===== src/design/dmb_pkg.sv =====
// ----------------------------------------------------------------------------
// dmb_pkg: shared constants and types
// Widths, polynomial constants, operation codes and the queue entry format
// used by the single-bin DFT magnitude block.
// ----------------------------------------------------------------------------
package dmb_pkg;

	localparam int MAX_SAMPLES = 4096;
	localparam int ADDR_W      = $clog2(MAX_SAMPLES);
	localparam int CNT_W       = ADDR_W + 1;
	localparam int SAMPLE_W    = 16;
	localparam int PHASE_W     = 32;
	localparam int BIN_W       = 16;
	localparam int MAG_W       = 44;
	localparam int PROD_W      = BIN_W + PHASE_W;

	// Each product is below 2^30 in magnitude, so the sums fit in ACC_W signed bits.
	localparam int ACC_W       = SAMPLE_W + 16 + ADDR_W;
	localparam int ABS_W       = ACC_W - 1;
	localparam int HALF_W      = 22;
	localparam int HI_W        = ABS_W - HALF_W;
	localparam int SUMSQ_W     = 2 * MAG_W;

	localparam logic [PHASE_W-1:0] PHASE_STEP_RST = 32'd611929;

	localparam logic [16:0] POLY_A = 17'd102944;
	localparam logic [16:0] POLY_B = 17'd42047;
	localparam logic [12:0] POLY_C = 13'd4640;

	localparam logic OP_STORE = 1'b0;
	localparam logic OP_QUERY = 1'b1;

	localparam int QDEPTH = 2;
	localparam int QPTR_W = $clog2(QDEPTH);

	typedef struct packed {
		logic [BIN_W-1:0]   bin;
		logic [PHASE_W-1:0] inc;
		logic               beyond;
	} query_t;

	typedef struct packed {
		logic empty;
		logic full;
	} q_status_t;

endpackage


===== src/design/dmb_queue.sv =====
// ----------------------------------------------------------------------------
// dmb_queue: query queue
// Short FIFO that lets the intake take queries while a query is computed.
// ----------------------------------------------------------------------------
module dmb_queue (
	input  logic               clk,
	input  logic               arst_n,
	input  logic               push,
	input  dmb_pkg::query_t    push_entry,
	input  logic               pop,
	output dmb_pkg::query_t    head,
	output dmb_pkg::q_status_t stat
);
	import dmb_pkg::*;

	query_t            mem_q [QDEPTH];
	logic [QPTR_W-1:0] wr_ptr_q;
	logic [QPTR_W-1:0] rd_ptr_q;
	logic [QPTR_W:0]   fill_q;

	assign head       = mem_q[rd_ptr_q];
	assign stat.empty = (fill_q == '0);
	assign stat.full  = (fill_q == (QPTR_W+1)'(QDEPTH));

	always_ff @(posedge clk) begin
		if (push) begin
			mem_q[wr_ptr_q] <= push_entry;
		end
	end

	always_ff @(posedge clk or negedge arst_n) begin
		if (!arst_n) begin
			wr_ptr_q <= '0;
			rd_ptr_q <= '0;
			fill_q   <= '0;
		end else begin
			if (push) begin
				wr_ptr_q <= wr_ptr_q + QPTR_W'(1);
			end
			if (pop) begin
				rd_ptr_q <= rd_ptr_q + QPTR_W'(1);
			end
			if (push && !pop) begin
				fill_q <= fill_q + (QPTR_W+1)'(1);
			end else if (pop && !push) begin
				fill_q <= fill_q - (QPTR_W+1)'(1);
			end
		end
	end

endmodule


===== config.mk =====
export PLATFORM = sky130hd
export DESIGN_NAME = dmb_queue
export DESIGN_NICKNAME = d
export VERILOG_FILES = /design/src/design/dmb_pkg.sv /design/src/design/dmb_queue.sv
export SDC_FILE = /design/constraint.sdc
export NUM_CORES = 1
export LEC_CHECK = 0
export BUFFER_PORTS_ARGS = -buffer_cell sky130_fd_sc_hd__buf_2
export CORE_MARGIN = 2
export CORE_UTILIZATION = 56
export DETAILED_ROUTE_END_ITERATION = 6
export PLACE_DENSITY_LB_ADDON = 0.05
export SYNTH_ARGS = -nofsm -noshare
export SYNTH_HDL_FRONTEND = slang
export SYNTH_SLANG_ARGS = --single-unit
export TNS_END_PERCENT = 10

===== constraint.sdc =====
create_clock -name clk -period 7.46 [get_ports clk]
set_input_delay 1.492 -clock clk [delete_from_list [all_inputs] [get_ports clk]]
set_output_delay 1.492 -clock clk [all_outputs]
set_load 0.01 [all_outputs]

==> impl_metrics.env <==
export IMPL_status="complete, no violations"
export IMPL_num_rows=30
export IMPL_combPwrFrac_pct=30.1
export IMPL_synth_xor_xnor_area_share_pct=1.10
export IMPL_fp_dieH_um=88.3
export IMPL_worst_path_buf_inv=1
export IMPL_powerDensity_nw_per_um2=353
export IMPL_hold_slack_ns=0.498
export IMPL_drc=0
export IMPL_gp_congestion=0.701
export IMPL_final_core_util_pct=68.7
export IMPL_drive_gt1_share_pct=60.2
export IMPL_syn_inst=169
export IMPL_wl_um=5910
export IMPL_dr_pass1_iters=4
export IMPL_cpPeakStageDelay_ns=1.04
export IMPL_synth_edff_count=98
export IMPL_postCtsResizedCells=0
export IMPL_root_buffer="clkbuf_8"
export IMPL_hold_viol_final=0
export IMPL_ys_async_sr_fraction_pct=3.92
export IMPL_ant_nets=0
export IMPL_io_buffers=103
export IMPL_placed_cell_area_um2=4530
export IMPL_wire_per_inst_um=15.5
export IMPL_path_class="flop to output pin"
export IMPL_slew_viol_final=0
export IMPL_post_cts_buffers=0
export IMPL_grt_pass1_wl_um=8910
export IMPL_synthAdderAreaFrac_pct=0.315
export IMPL_path_cells="mux2_4, buf_2"
export IMPL_switching_power_w=0.000479
export IMPL_cts_buffers=9
export IMPL_clockBufferDepth=2
export IMPL_vdd_drop_max_uv=188
export IMPL_grt_total_usage_pct=15.7
export IMPL_diodes=0
export IMPL_crit_fanout=50
export IMPL_viasPerCell=4.92
export IMPL_drv_cap=0
export IMPL_p_int_w=0.00118
export IMPL_synth_top_family_by_area="multiplexers"
export IMPL_grt_overflow=0
export IMPL_cts_sinks=102
export IMPL_synthTopCellsByArea="edfxtp_1, mux2_4, buf_12"
export IMPL_antenna_found_initial=0
export IMPL_seqPwrFrac_pct=52.2
export IMPL_cts_htree_levels=3
export IMPL_synth_seq_cells=102
export IMPL_netlist_area_leader_share_pct=74.0
export IMPL_min_path_type="flop to flop"
export IMPL_clk_pin_slew_ns=0.10
export IMPL_p_leak_nw=1.91
export IMPL_area_growth_pct=18.1
export IMPL_dp_hpwl_um=3850
export IMPL_num_vias=1871
export IMPL_yosysWarnings=0
export IMPL_critPathSlowestCell="dfrtp_4"
export IMPL_path_delay_family="flip-flops"
export IMPL_pwr_share_clk_pct=17.7
export IMPL_coreArea_um2=6830
export IMPL_io_pins=104
export IMPL_yosys_area_share_simple_pct=0.661
export IMPL_period_share_pct=45.8
export IMPL_synth_area_leader_cell="edfxtp_1"
export IMPL_finClkSkew_ns=0.0119
export IMPL_final_area_um2=4700
export IMPL_yosysMostFrequentCell="edfxtp_1"
export IMPL_cts_hold_fix_buffers=0
export IMPL_grt_max_degree=51
export IMPL_synth_area_um2=3980
export IMPL_tns_ns=0
export IMPL_relSlewSlack_pct=37.9
export IMPL_synth_compound_area_share_pct=0
export IMPL_tritoncts="done"
export IMPL_max_freq_ghz=0.293
export IMPL_ys_top_cells_by_count="edfxtp_1, mux2_4, buf_12"
export IMPL_synthFlopType="edfxtp_1"
export IMPL_p_sw_share_pct=28.9
export IMPL_crit_arrival_ns=1.92
export IMPL_dieArea_um2=7790
export IMPL_end_kind="output pin"
export IMPL_required_ns=5.97
export IMPL_rsz0062_at_grt="no"
export IMPL_initial_core_util_pct=58.2
export IMPL_clkLatencyLatePin_ns=0.35
export IMPL_fin_nets=333
export IMPL_first_global_vias=1913
export IMPL_synthesis_nets=223
export IMPL_worst_pin_slew_ns=0.931
export IMPL_synth_distinct_cells=12
export IMPL_seq_area_frac_synth_pct=76.5
export IMPL_synthMuxAreaShare_pct=18.5
export IMPL_fin_crit_ns=3.41
export IMPL_drt_iter0_markers=100
export IMPL_nFillCells=499
export IMPL_die_w_um=88.3
export IMPL_setup_viol=0
export IMPL_start_kind="flop"
export IMPL_synth_area_per_cell_um2=23.5
==> flip-flops by register name, summed over array words and instances (netlist names) <==
register,flops
rd_ptr_q,1
fill_q,2
wr_ptr_q,1
mem_q,98
==> kinds of logic after synthesis <==
group / Yosys count
fa+ha+maj: 1
buf+inv: 7
flops: 102
simple gates: 5
xor+xnor: 5
mux: 49
==> path summary, 6_finish.rpt <==
path	cells after the start	slack, ns	from	endpoint
max in group asynchronous	1	6.39	arst_n	rd_ptr_q
max	2	4.05	rd_ptr_q	head[32]
min	1	0.50	fill_q[1]	fill_q[1]
max reg2reg	2	5.71	wr_ptr_q	mem_q[0][48]
min reg2reg	1	0.50	fill_q[1]	fill_q[1]
min in group asynchronous	1	0.92	arst_n	fill_q[1]
==> routing by layer <==
metal  part of all wire (%)  track usage, %  wire length [µm]  vias up
li1                       -               -                 -      878
met1                     39            18.1              2300      926
met2                     53            26.5              3140       58
met3                    6.5            5.41               386        9
met4                    1.4            7.71                80        0
met5                      0               0                 0        -
==> cells in the final DEF, fill, tap and decap left out <==
| master | n |
|---|---|
| xnor2_1 | 1 |
| inv_1 | 1 |
| buf_4 | 2 |
| nor2_1 | 2 |
| clkbuf_1 | 2 |
| clkinvlp_4 | 3 |
| nor2b_1 | 1 |
| xor2_1 | 4 |
| ha_1 | 1 |
| clkinv_2 | 1 |
| and2_2 | 1 |
| dfrtp_1 | 3 |
| dfrtp_4 | 1 |
| buf_2 | 103 |
| clkbuf_8 | 9 |
| clkinv_4 | 1 |
| mux2_4 | 49 |
| edfxtp_1 | 98 |
| nor2b_4 | 1 |
==> layout make-up <==
class                   count  area, µm²  share of cell area [%]
inverters                   1       3.75                  0.0799
repair buffers            105        531                    11.3
flip-flops and latches    102       3050                    64.9
well taps                  96        120                    2.56
clock inverters             5       36.3                   0.773
multi-input cells          60        827                    17.6
clock buffers              11        131                    2.80
==> stage by stage <==
step                cells  setup WS (ns)  total power (W)
detailed placement    364           4.41          0.00139
CTS                   380           4.01          0.00168
global placement      364           4.39          0.00138
finish                380           4.05          0.00166
floorplan             169           3.33          0.00127
global route          380           3.95          0.00175
==> power by group through the flow <==
stage / registers [W] / clock network [W] / logic [W]
2_1_floorplan: 0.000804 / 0 / 0.000461
3_3_place_gp: 0.000881 / 0 / 0.000503
3_5_place_dp: 0.000883 / 0 / 0.000508
4_1_cts: 0.000871 / 0.000305 / 0.000508
5_1_grt: 0.000884 / 0.000326 / 0.000537
6_report: 0.000866 / 0.000294 / 0.000499
No activity file was read; power rests on OpenSTA's default activity.
