## src/design/dmb_pkg.sv

```systemverilog
// ----------------------------------------------------------------------------
// dmb_pkg: shared constants and types
// Widths, polynomial constants, operation codes and the queue entry format
// used by the single-bin DFT magnitude block.
// ----------------------------------------------------------------------------
package dmb_pkg;

	localparam int MAX_SAMPLES = 4096;
	localparam int ADDR_W      = $clog2(MAX_SAMPLES);
	localparam int CNT_W       = ADDR_W + 1;
	localparam int SAMPLE_W    = 16;
	localparam int PHASE_W     = 32;
	localparam int BIN_W       = 16;
	localparam int MAG_W       = 44;
	localparam int PROD_W      = BIN_W + PHASE_W;

	// Each product is below 2^30 in magnitude, so the sums fit in ACC_W signed bits.
	localparam int ACC_W       = SAMPLE_W + 16 + ADDR_W;
	localparam int ABS_W       = ACC_W - 1;
	localparam int HALF_W      = 22;
	localparam int HI_W        = ABS_W - HALF_W;
	localparam int SUMSQ_W     = 2 * MAG_W;

	localparam logic [PHASE_W-1:0] PHASE_STEP_RST = 32'd611929;

	localparam logic [16:0] POLY_A = 17'd102944;
	localparam logic [16:0] POLY_B = 17'd42047;
	localparam logic [12:0] POLY_C = 13'd4640;

	localparam logic OP_STORE = 1'b0;
	localparam logic OP_QUERY = 1'b1;

	localparam int QDEPTH = 2;
	localparam int QPTR_W = $clog2(QDEPTH);

	typedef struct packed {
		logic [BIN_W-1:0]   bin;
		logic [PHASE_W-1:0] inc;
		logic               beyond;
	} query_t;

	typedef struct packed {
		logic empty;
		logic full;
	} q_status_t;

endpackage

```

## src/design/dmb_if.sv

```systemverilog
// ----------------------------------------------------------------------------
// dmb_if: channel interfaces
// Input item, result and configuration write channels, each with valid and
// ready and its payload.
// ----------------------------------------------------------------------------
interface dmb_in_if;
	import dmb_pkg::*;
	logic                       valid;
	logic                       ready;
	logic                       op;
	logic signed [SAMPLE_W-1:0] sample;
	logic                       first_sample;
	logic [BIN_W-1:0]           bin_number;
	modport source (output valid, op, sample, first_sample, bin_number, input ready);
	modport sink (input valid, op, sample, first_sample, bin_number, output ready);
endinterface


interface dmb_cfg_if;
	import dmb_pkg::*;
	logic               valid;
	logic               ready;
	logic [PHASE_W-1:0] data;
	modport source (output valid, data, input ready);
	modport sink (input valid, data, output ready);
endinterface

```

## src/design/dmb_front.sv

```systemverilog
// ----------------------------------------------------------------------------
// dmb_front: item intake
// Holds the phase step register, writes stored samples and the sample count,
// and turns each query into a queue entry with its phase increment.
// ----------------------------------------------------------------------------
module dmb_front (
	input  logic                        clk,
	input  logic                        arst_n,
	dmb_in_if.sink                      item,
	dmb_cfg_if.sink                     cfg,
	input  logic                        back_busy,
	input  dmb_pkg::q_status_t          q_stat,
	output logic                        push,
	output dmb_pkg::query_t             push_entry,
	output logic                        wr_en,
	output logic [dmb_pkg::ADDR_W-1:0]  wr_addr,
	output logic [dmb_pkg::SAMPLE_W-1:0] wr_data,
	output logic [dmb_pkg::CNT_W-1:0]   count
);
	import dmb_pkg::*;

	logic [PHASE_W-1:0] phase_step_q;
	logic [CNT_W-1:0]   count_q;
	logic [CNT_W-1:0]   eff_count;
	logic [PROD_W-1:0]  prod;
	logic               acc;

	assign cfg.ready = 1'b1;

	// A store must wait until no query still reads the sample store.
	assign item.ready = (item.op == OP_QUERY) ? !q_stat.full : (q_stat.empty && !back_busy);
	assign acc        = item.valid && item.ready;

	assign prod = PROD_W'(item.bin_number) * PROD_W'(phase_step_q);

	assign push              = acc && (item.op == OP_QUERY);
	assign push_entry.bin    = item.bin_number;
	assign push_entry.inc    = prod[PHASE_W-1:0];
	assign push_entry.beyond = |prod[PROD_W-1:PHASE_W-1];

	assign eff_count = item.first_sample ? '0 : count_q;
	assign wr_en     = acc && (item.op == OP_STORE) && (eff_count < CNT_W'(MAX_SAMPLES));
	assign wr_addr   = eff_count[ADDR_W-1:0];
	assign wr_data   = item.sample;
	assign count     = count_q;

	always_ff @(posedge clk or negedge arst_n) begin
		if (!arst_n) begin
			phase_step_q <= PHASE_STEP_RST;
			count_q      <= '0;
		end else begin
			if (cfg.valid) begin
				phase_step_q <= cfg.data;
			end
			if (wr_en) begin
				count_q <= eff_count + CNT_W'(1);
			end
		end
	end

endmodule

```

## src/flat_wrapper.sv

```systemverilog
// flat-port wrapper written by rule: the top's interface ports become plain ports
module dmb_front_flat import dmb_pkg::*;
  (clk, arst_n, back_busy, q_stat, push, push_entry, wr_en, wr_addr, wr_data, count, item_valid, item_op, item_sample, item_first_sample, item_bin_number, item_ready, cfg_valid, cfg_data, cfg_ready);
  dmb_in_if item_i ();
  dmb_cfg_if cfg_i ();
  input  logic clk;
  input  logic arst_n;
  input  logic back_busy;
  input  dmb_pkg::q_status_t q_stat;
  output logic push;
  output dmb_pkg::query_t push_entry;
  output logic wr_en;
  output logic [dmb_pkg::ADDR_W-1:0] wr_addr;
  output logic [dmb_pkg::SAMPLE_W-1:0] wr_data;
  output logic [dmb_pkg::CNT_W-1:0] count;
  input wire logic [$bits(item_i.valid)-1:0] item_valid;
  input wire logic [$bits(item_i.op)-1:0] item_op;
  input wire logic [$bits(item_i.sample)-1:0] item_sample;
  input wire logic [$bits(item_i.first_sample)-1:0] item_first_sample;
  input wire logic [$bits(item_i.bin_number)-1:0] item_bin_number;
  output wire logic [$bits(item_i.ready)-1:0] item_ready;
  input wire logic [$bits(cfg_i.valid)-1:0] cfg_valid;
  input wire logic [$bits(cfg_i.data)-1:0] cfg_data;
  output wire logic [$bits(cfg_i.ready)-1:0] cfg_ready;
  assign item_i.valid = item_valid;
  assign item_i.op = item_op;
  assign item_i.sample = item_sample;
  assign item_i.first_sample = item_first_sample;
  assign item_i.bin_number = item_bin_number;
  assign item_ready = item_i.ready;
  assign cfg_i.valid = cfg_valid;
  assign cfg_i.data = cfg_data;
  assign cfg_ready = cfg_i.ready;
  dmb_front u_core (.clk(clk), .arst_n(arst_n), .item(item_i), .cfg(cfg_i), .back_busy(back_busy), .q_stat(q_stat), .push(push), .push_entry(push_entry), .wr_en(wr_en), .wr_addr(wr_addr), .wr_data(wr_data), .count(count));
endmodule
```

## config.mk

```make
export PLATFORM = sky130hd
export DESIGN_NAME = dmb_front_flat
export DESIGN_NICKNAME = d
export VERILOG_FILES = /design/src/design/dmb_pkg.sv /design/src/design/dmb_if.sv /design/src/design/dmb_front.sv /design/src/flat_wrapper.sv
export SDC_FILE = /design/constraint.sdc
export NUM_CORES = 1
export LEC_CHECK = 0
export BUFFER_PORTS_ARGS = -buffer_cell sky130_fd_sc_hd__buf_4
export CORE_MARGIN = 5
export CORE_UTILIZATION = 62
export CTS_BUF_LIST = sky130_fd_sc_hd__clkbuf_2 sky130_fd_sc_hd__clkbuf_4 sky130_fd_sc_hd__clkbuf_8
export CTS_CLUSTER_DIAMETER = 40
export CTS_CLUSTER_SIZE = 40
export DETAILED_ROUTE_END_ITERATION = 6
export PLACE_DENSITY_LB_ADDON = 0.3
export SLEW_MARGIN = 10
export SYNTH_ARGS = -nofsm -noshare
export SYNTH_HDL_FRONTEND = slang
export SYNTH_SLANG_ARGS = --single-unit
```

## constraint.sdc

```tcl
create_clock -name clk -period 12.95 [get_ports clk]
set_input_delay 1.9425 -clock clk [delete_from_list [all_inputs] [get_ports clk]]
set_output_delay 1.9425 -clock clk [all_outputs]
set_load 0.005 [all_outputs]
```

==> run_results.csv <==
group,metric,value,unit
floorplan,core-area,0.02972,mm²
setup_path,path_cells,"buf_4 -> and2_1 -> fa_1 -> inv_1 -> fa_1 -> fa_1 -> inv_1 -> fa_1 -> fa_1 -> inv_1 -> fa_1 -> inv_1 -> ha_1 -> nand2_1 -> a221oi_1 -> nand2_1 -> o41ai_2 -> a211oi_1 -> o41ai_2 -> o311ai_0 -> a221oi_1 -> o2111ai_1 -> or4_1 -> buf_4",
synth,syn-instance-count,2085,
drt,wl,47.53,mm
clock_network,path_clk_slew,0.10,ns
finish,layout_common_cells,"fa_1, inv_1, nand2_1, and2_1, buf_4",
synth,ys_top_cells_by_area,"fa_1, and2_1, inv_1",
clock_network,clockBufferDepth,2,
finish,utilization,0.6603,
grt,grtUsageTotal,0.2944,
clock_network,clkSinkCount,45,
setup_path,critPathCaptureType,"primary output",
setup_path,cp_slowest_cell,"fa_1",
place,place_inst,2469,
drt,via_count,14237,
grt,grt_max_degree,46,
clock_network,cts_setup_buffers,0,
setup_path,required,11.01,ns
synth,synth_edf_count,0,
sta,tns,0,ns
synth,synth.distinct_cells,65,
clock_network,cts_resized,0,
grt,overflow,0,
drt,drt-vias-per-instance,5.748,
clock_network,cts-buffers-inserted,5,
run,drv_cap,0,
setup_path,startpoint_type,"input pin",
setup_path,cp_common_cell,"fa_1",
sta,drv_slew,0,
grt,antenna_found_initial,0,
min_path,min_from,"u_core.count[12]",
finish,fin_area,0.01962,mm²
synth,synthArstFlopShare,1.000,
finish,num-fill-cells,2432,
sta,post-route-period-util,0.8804,
setup_path,reg2reg_from,"u_core.count[12]",
sta,grt_setup_unrepaired,"false",
setup_path,crit_arrival,9.46,ns
synth,synth.avg_cell_area,8.979,µm²
drt,drtPass1Iterations,5,
sta,setup_viol,0,
floorplan,fp.dieH,183.8,µm
synth,syn_nets,2697,
synth,ys_ff_latch,45,
setup_path,crit_fanout,33,
min_path,hold_class,"reg2reg",
floorplan,chipWidth,183.8,µm
sta,tightestPinTransition,0.8288,ns
synth,dominantRegCellSynth,"dfrtp_1",
place,hpwl,38.17,mm
finish,layout_commonest_cell,"fa_1",
sta,max_freq,87.71,MHz
clock_network,worstSkewPairLatency,0.33,ns
finish,layout-drive-gt1-share,0.09391,
finish,syn2layout_area_growth,4.819,%
sta,min_period,11.40,ns
finish,stdcell_count,2477,
floorplan,initial_utilization,0.6300,
place,port_buffers,133,
sta,slew_headroom,0.4475,
drt,wire_per_inst,19.19,µm
setup_path,critPathKind,"in2out",
setup_path,cp-startpoint,"item_bin_number[4]",
place,placedInstanceArea,0.01953,mm²
clock_network,root_buffer,"clkbuf_8",
synth,synth_area,0.01872,mm²
grt,grt_pass1_vias,15564,
synth,yosysTopAreaCellShare,0.4470,
finish,n_antenna_cell,0,
synth,yosysTopAreaCell,"fa_1",
clock_network,cts_tree,"done",
finish,fin_nets,2698,
place,gp_congestion,0.9236,
grt,grt_pass1_wl,79.84,mm
synth,yosysWarningCount,0,
drt,drt_iter0_markers,822,
clock_network,htree_levels,2,
status,status,"finished, final reports clean",
floorplan,fp-row-count,63,
floorplan,fp.dieArea,0.03377,mm²
floorplan,io_pins,167,
drt,drc_errors,0,
sta,fin_skew,0.001357,ns
synth,seq_area_frac_synth,0.06082,
sta,hold_viol_final,0,
setup_path,slowest_delay,0.55,ns
drt,antenna_left,0,
clock_network,hold_buffers,0,
kinds of logic after synthesis:
logic type,after synthesis,synth area share
other,1,0.0002003
and+or+nand+nor,696,0.1884
adders and majority gates,539,0.5279
xor gates and xnor gates,39,0.01825
AOI/OAI and AO/OA,183,0.06604
buffers and inverters,549,0.1186
DFF,45,0.06082
muxes,33,0.01978
area by class of cell:
| class | instances | area, µm² | area share |
|---|---|---|---|
| multi-input cells | 1491 | 15360 | 0.7828 |
| inverters | 409 | 1535 | 0.07824 |
| flip-flops and latches | 45 | 1139 | 0.05802 |
| repair buffers | 134 | 1006 | 0.05127 |
| well taps | 390 | 488.0 | 0.02487 |
| clock buffers | 5 | 68.82 | 0.003507 |
| clock inverters | 3 | 25.02 | 0.001275 |
synth_stat cells, drive strengths merged (10+ instances only):
master / number
a31oi: 13
xor2: 19
nand2: 302
clkbuf: 92
and2: 274
nor3: 10
buf: 48
mux2: 32
dfstp: 10
fa: 418
nor2: 27
nand4: 15
dfrtp: 35
ha: 121
nand3: 20
xnor2: 20
inv: 408
a21o: 25
nor2b: 17
a21oi: 53
o21ai: 35
sequential cells by signal, summed over array words and instances, names as in the netlist:
signal and cells:
u_core.count 13, u_core.phase_step_q 32
routing by layer:
metal	global-route usage	vias to the layer above	wire length, µm
li1	-	6247	-
met1	0.3696	7290	17530
met2	0.5285	557	25310
met3	0.04096	143	3053
met4	0.09494	0	1634
met5	0	-	0
critical path: cells and delay by family:
kind,cells,cell delay (ns)
fa+ha+maj,7,3.38
buf+inv,6,0.59
compound gates,7,2.58
simple gates,4,0.94
through the flow:
step,hold WS [ns],setup slack [ns]
finish,0.5335,1.548
global placement,0.4946,1.737
detailed placement,0.5081,1.695
floorplan,0.4955,2.588
global route,0.5762,1.299
CTS,0.5335,1.669
worst paths after layout:
check                      slack (ns)  depth (start not counted)                       to
hold / removal                   0.53                          2         u_core.count[12]
hold reg to reg                  0.53                          2         u_core.count[12]
setup / recovery                 1.55                         24            push_entry[0]
max in group asynchronous       10.90                          1  u_core.phase_step_q[22]
min in group asynchronous        1.61                          1   u_core.phase_step_q[5]
setup reg to reg                11.06                          8          u_core.count[9]
Power is not shown: default switching activity piles up to over one toggle a cycle in this logic, so the estimate is an artifact.
